--- src/rtl/iirl_pkg.sv ---
// ============================================================================
// iirl_pkg
// Types and constants shared by the indexed insert/remove list.
// ============================================================================
package iirl_pkg;

    // Widest cell address; covers the largest supported CAPACITY of 1024.
    localparam int ADDR_BITS = 10;

    typedef enum logic [2:0] {
        REQ_APPEND = 3'd0,
        REQ_SET    = 3'd1,
        REQ_GET    = 3'd2,
        REQ_REMOVE = 3'd3,
        REQ_INSERT = 3'd4
    } t_req_kind;

    typedef enum logic [1:0] {
        ST_OK    = 2'd0,
        ST_FULL  = 2'd1,
        ST_RANGE = 2'd2
    } t_status;

    typedef struct packed {
        logic [2:0]  req_type;
        logic [6:0]  position;
        logic [31:0] item_in;
    } t_req;

    typedef struct packed {
        logic [31:0] item_out;
        logic [6:0]  count;
        t_status     status;
    } t_result;

    typedef enum logic [1:0] {
        OP_HOLD   = 2'd0,
        OP_WRITE  = 2'd1,
        OP_INSERT = 2'd2,
        OP_REMOVE = 2'd3
    } t_cell_op;

    // Command broadcast to every cell of the row.
    typedef struct packed {
        t_cell_op               op;
        logic [ADDR_BITS-1:0]   addr;
    } t_cell_cmd;

endpackage

--- src/rtl/iirl_cell.sv ---
// ============================================================================
// iirl_cell
// One list entry: holds a word, takes a neighbor's word on a shift, and
// presents its word on the read tap when addressed.
// ============================================================================
module iirl_cell #(
    parameter int WORD_BITS = 32,
    parameter int IDX       = 0
) (
    input  logic                  i_clk,
    input  iirl_pkg::t_cell_cmd   i_cmd,
    input  logic [WORD_BITS-1:0]  i_word,
    input  logic [WORD_BITS-1:0]  i_prev,
    input  logic [WORD_BITS-1:0]  i_next,
    output logic [WORD_BITS-1:0]  o_data,
    output logic [WORD_BITS-1:0]  o_tap
);

    localparam logic [iirl_pkg::ADDR_BITS-1:0] MY_ADDR = iirl_pkg::ADDR_BITS'(IDX);

    logic [WORD_BITS-1:0] r_data;
    logic [WORD_BITS-1:0] n_data;
    logic [WORD_BITS-1:0] r_tap;
    logic                 w_hit;
    logic                 w_above;

    assign w_hit   = (i_cmd.addr == MY_ADDR);
    assign w_above = (MY_ADDR > i_cmd.addr);

    always_comb begin
        n_data = r_data;
        case (i_cmd.op)
            iirl_pkg::OP_WRITE: begin
                if (w_hit) begin
                    n_data = i_word;
                end
            end
            iirl_pkg::OP_INSERT: begin
                if (w_above) begin
                    n_data = i_prev;
                end else if (w_hit) begin
                    n_data = i_word;
                end
            end
            iirl_pkg::OP_REMOVE: begin
                if (w_above || w_hit) begin
                    n_data = i_next;
                end
            end
            default: begin
                n_data = r_data;
            end
        endcase
    end

    // The tap samples the word as it was before this cycle's update.
    always_ff @(posedge i_clk) begin
        r_data <= n_data;
        r_tap  <= w_hit ? r_data : '0;
    end

    assign o_data = r_data;
    assign o_tap  = r_tap;

endmodule

--- config.mk ---
export PLATFORM = sky130hd
export DESIGN_NAME = iirl_cell
export DESIGN_NICKNAME = d
export VERILOG_FILES = /design/src/rtl/iirl_pkg.sv /design/src/rtl/iirl_cell.sv
export SDC_FILE = /design/constraint.sdc
export NUM_CORES = 1
export LEC_CHECK = 0
export BUFFER_PORTS_ARGS = -buffer_cell sky130_fd_sc_hd__buf_4
export CAP_MARGIN = 5
export CORE_MARGIN = 3
export CORE_UTILIZATION = 45
export CTS_CLUSTER_DIAMETER = 40
export DETAILED_ROUTE_END_ITERATION = 7
export PLACE_DENSITY = 0.81
export SLEW_MARGIN = 20
export SYNTH_ARGS = -nofsm -noshare
export SYNTH_HDL_FRONTEND = slang
export SYNTH_SLANG_ARGS = --single-unit
--- constraint.sdc ---
create_clock -name i_clk -period 2.8 [get_ports i_clk]
set_clock_uncertainty 0.15 [all_clocks]
set_input_delay 0.14 -clock i_clk [delete_from_list [all_inputs] [get_ports i_clk]]
set_output_delay 0.14 -clock i_clk [all_outputs]
set_load 0.005 [all_outputs]
Word-level counts from Yosys, hierarchy flattened
Index checks and enable logic that the tools add are counted.
{ "totals": {"inputBits": 109, "output_inout_bits": 64, "register_bits": 64} }
{ "classes": {"n_reduce_logical": 4, "mux": 4, "n_lt_le_gt_ge": 1, "n_eq_ne": 4} }
{ "ops": {"columns": ["cell", "n"], "rows": [
  ["$mux W32", 3],
  ["$pmux W32 S3", 1],
  ["$gt A1 B10 Y1 const A", 1],
  ["$logic_not A10 Y1", 1],
  ["$eq A2 B2 Y1 const B", 2],
  ["$reduce_bool A3 Y1", 1],
  ["$eq A2 B1 Y1 const B", 1],
  ["$ne A2 B2 Y1 const B", 1],
  ["$reduce_and A2 Y1", 1],
  ["$logic_or A1 B1 Y1", 1]
]} }

Depth between registers and ports, before layout
{ "logic_depth": {"word_depth": 4, "depth_mapped": 8} }

Worst setup path before layout
No wires, ideal clock.
{ "synth_timing": {"path_kind": "input -> register", "start": "input i_cmd[6] (netlist bit)", "end": "register r_data[0], in the netlist o_data[0] (enable)", "setup_slack_ns": 0.500, "path_stages": 4, "arrival_ns": 1.762, "n_path_buf": 1, "path_cell_list": "or4_4 -> buf_6 -> nor3_4 -> a21o_1"} }
{ "synth_between": {"elab_chain_cells": 4} }
{ "synth_rtl": {"columns": ["item", "line_no", "source"], "rows": [
  ["start: declaration", "iirl_cell.sv:11", "input iirl_pkg::t_cell_cmd i_cmd,"],
  ["$gt A1 B10 Y1 / $logic_not A10 Y1 (equally long branches)", "iirl_cell.sv:28, iirl_cell.sv:27", null],
  ["$logic_or A1 B1 Y1 (*)", "iirl_cell.sv:46", "if (w_above || w_hit) begin"],
  ["$ne A2 B2 Y1 (no line) (*)", null, null],
  ["$reduce_and A2 Y1 (no line) (*)", null, null],
  ["end signal: assignment", "iirl_cell.sv:58", "r_data <= n_data;"],
  ["end: declaration", "iirl_cell.sv:21", "logic [WORD_BITS-1:0] r_data;"]
]} }
Every way passes the cells marked *; elsewhere a longest branch is shown, timed or not.
A chain may end at the register's enable or synchronous reset.

Final worst setup path
{ "layout_timing": {"start": "input i_cmd[6] (netlist bit)", "end": "register r_data[25], in the netlist o_data[25], data pin"} }
{ "layout_between": {"elab_chain_cells": 4} }
{ "layout_rtl": {"columns": ["item", "line_no", "source"], "rows": [
  ["parallel branches: the longest is 3 deep, another holds $gt A1 B10 Y1", null, null],
  ["$pmux W32 S3 (*)", "iirl_cell.sv:32", "case (i_cmd.op)"],
  ["via n_data[25]", "iirl_cell.sv:22", "logic [WORD_BITS-1:0] n_data;"]
]} }
Mark *: on every way through the listed nets, which the timed path passes.

==> results.sh <==
export IMPL_status="complete, no violations"
export IMPL_clkLatencyLatePin_ns=0.33
export IMPL_cts_root_buf="clkbuf_8"
export IMPL_worstHoldPathCells=3
export IMPL_end_kind="flip-flop"
export IMPL_route_detailed_drc=0
export IMPL_grt_max_degree=55
export IMPL_placed_cells=478
export IMPL_grt_pass1_wl_um=16060
export IMPL_netlist_area_um2=3154
export IMPL_drt_initial_drc_count=134
export IMPL_yosysSeqAreaShare_pct=50.77
export IMPL_r2r_start="o_data[26]"
export IMPL_cts_htree_levels=3
export IMPL_cts_path_max_buffers=2
export IMPL_drt_total_wl_um=9993
export IMPL_grt_antenna_before_repair=0
export IMPL_crit_family="simple AND/OR/NAND/NOR gates"
export IMPL_antenna_cells=0
export IMPL_track_usage_pct=24.31
export IMPL_arrival_ns=1.92
export IMPL_ff2ff_path_depth=2
export IMPL_grt_pass1_vias=3177
export IMPL_start_util_pct=48.03
export IMPL_yosysWarnings=0
export IMPL_post_cts_repair_setup_buffers=0
export IMPL_ys_ff_latch=64
export IMPL_grt_ovfl_total=0
export IMPL_setup_viol=0
export IMPL_synthFlopType="edfxtp_1"
export IMPL_crit_buf_inv=1
export IMPL_detail_route_wl_per_cell_um=19.00
export IMPL_min_from="i_word[29]"
export IMPL_rsz0062_at_grt="no"
export IMPL_fin_crit_ns=1.910
export IMPL_postRouteAntennaNets=0
export IMPL_ys_types=22
export IMPL_core_rowCount=29
export IMPL_powerDensity_nw_per_um2=452.4
export IMPL_place_hpwl_um=6413
export IMPL_async_reset_ff_share_pct=0
export IMPL_hp_class="in2reg"
export IMPL_tightest_slew_ns=1.037
export IMPL_path_cells="buf_4 > or4_4 > or2_2 > o211ai_1"
export IMPL_io_buffer_count=140
export IMPL_cts_resized=0
export IMPL_final_nets=539
export IMPL_max_freq_ghz=0.5235
export IMPL_path_clk_slew_ns=0.07
export IMPL_p_leak_nw=1.896
export IMPL_layoutNonFillerInstCount=526
export IMPL_crit_path_top_delay_cell="or2_2"
export IMPL_synth_cells=273
export IMPL_critPathKind="in2reg"
export IMPL_coreArea_um2=6568
export IMPL_max_cap_viol_count=0
export IMPL_drtPass1Iterations=4
export IMPL_final_util_pct=72.05
export IMPL_gp_congestion=0.7476
export IMPL_dieArea_um2=8050
export IMPL_startpoint_type="input port"
export IMPL_cp_slowest_stage_delay_ns=0.70
export IMPL_synth_edf_count=32
export IMPL_num_vias=3038
export IMPL_r2r_end="o_data[26]"
export IMPL_dieHeight_um=89.72
export IMPL_cp_data_required_time_ns=2.81
export IMPL_min_to="o_data[29]"
export IMPL_cp_max_fo=32
export IMPL_timing_final_crit_share_pct=68.23
export IMPL_synth_avg_cell_area_um2=11.55
export IMPL_cts_tree="done"
export IMPL_die_width_um=89.72
export IMPL_fin_tns_setup_ns=0
export IMPL_drive_above_1_share_pct=45.96
export IMPL_numCtsBuffers=9
export IMPL_rrSetupSlack_ns=1.53
export IMPL_drv_slew=0
export IMPL_vdd_drop_max_mv=0.2826
export IMPL_synthToLayoutAreaGrowth_pct=50.02
export IMPL_hold_viol=0
export IMPL_cts_sinks=64
export IMPL_syn_nets=384
export IMPL_ios=173
export IMPL_via_per_inst=5.776
export IMPL_slew_headroom_pct=30.88
final cells by class:
type / count / area (um2)
fill: 482 / 1836
sequential: 64 / 1602
timing repair buffer: 181 / 1464
multi-input combinational: 171 / 1381
clock buffer: 12 / 145.1
tap: 93 / 116.4
clock inverter: 4 / 20.02
inverter: 1 / 3.754
routing by layer:
metal  vias to the layer above  share of wire [%]  global-route usage, %
met5                         -                  0                      0
met4                         0                2.6                  10.98
met3                        20                7.1                  5.676
met2                       144                 51                  42.23
met1                      1478                 39                  28.55
li1                       1396                  -                      -
cell usage in the layout (no fill, tap or decap), types with 2 or more instances in the layout:
master | Yosys | layout
buf_4 | 0 | 147
o211ai_1 | 34 | 34
nand3_1 | 32 | 32
a32oi_1 | 32 | 32
and2_1 | 32 | 32
dlygate4sd3_1 | 0 | 32
edfxtp_1 | 32 | 32
dfxtp_1 | 32 | 32
o211ai_2 | 30 | 30
clkbuf_8 | 0 | 10
clkinv_2 | 0 | 4
or2_2 | 1 | 2
ha_1 | 2 | 2
clkbuf_1 | 28 | 2
buf_12 | 0 | 2
repair_timing:
action	in CTS	in global routing
hold buffers	32	0
endpoints found under the setup margin	0	0
hold endpoints to repair	32	0
cell families (layout without fill, tap and decap cells):
logic type	count (synthesis)	count (layout)	share of synthesized area, %
AO/OA/AOI/OAI	97	97	29.12
AND/OR/NAND/NOR	72	72	13.45
flip-flops	64	64	50.77
buffers and inverters	38	198	5.870
adder cells (fa/ha/maj)	2	2	0.7932
per-stage QoR:
stage                     setup WS, ns  hold slack, ns  cell area (um2)  total power, W
after floorplan                 0.5001          0.2018             3154        0.001253
after global placement          0.5483          0.2856             4247        0.001424
after detailed placement        0.5436          0.2939             4247        0.001438
after CTS                       0.8761         0.02284             4732        0.002156
after global routing            0.7872         0.03542             4732        0.002223
final                           0.8896         0.03485             4732        0.002141
power by group:
group          total, W  switching, W  internal, W  leakage (nW)
clock network  0.000685      0.000345     0.000340        0.0899
registers       0.00107     0.0000342      0.00103         0.531
logic          0.000388      0.000170     0.000218          1.28
total           0.00214      0.000549      0.00159          1.90
flip-flops by register name (all words and copies together), names as in the netlist:
signal	cells
o_tap	32
o_data	32
worst min-delay path: cells and delay by family:
| kind | cells | cell delay (ns) |
|---|---|---|
| simple gates | 1 | 0.06 |
| compound gates | 1 | 0.13 |
| buf+inv | 1 | 0.08 |
Yosys cell counts (2+ instances only):
cell type	n	area, um2
and2_1	32	200.2
a32oi_1	32	280.3
nand3_1	32	160.2
clkbuf_1	28	105.1
o211ai_2	30	375.4
dfxtp_1	32	640.6
o211ai_1	34	255.2
edfxtp_1	32	960.9
clkbuf_2	3	15.01
buf_6	5	56.30
ha_1	2	25.02
worst max path at each step:
stage,start,end,slack (ns),cells past startpoint
detailed placement,i_cmd[6],o_data[28],0.54,5
CTS,i_cmd[6],o_data[2],0.88,5
global placement,i_cmd[6],o_data[28],0.55,5
floorplan,i_cmd[6],o_data[0],0.50,4
global route,i_cmd[6],o_data[2],0.79,5
finish,i_cmd[6],o_data[25],0.89,4
(Power assumes the default switching activity.)
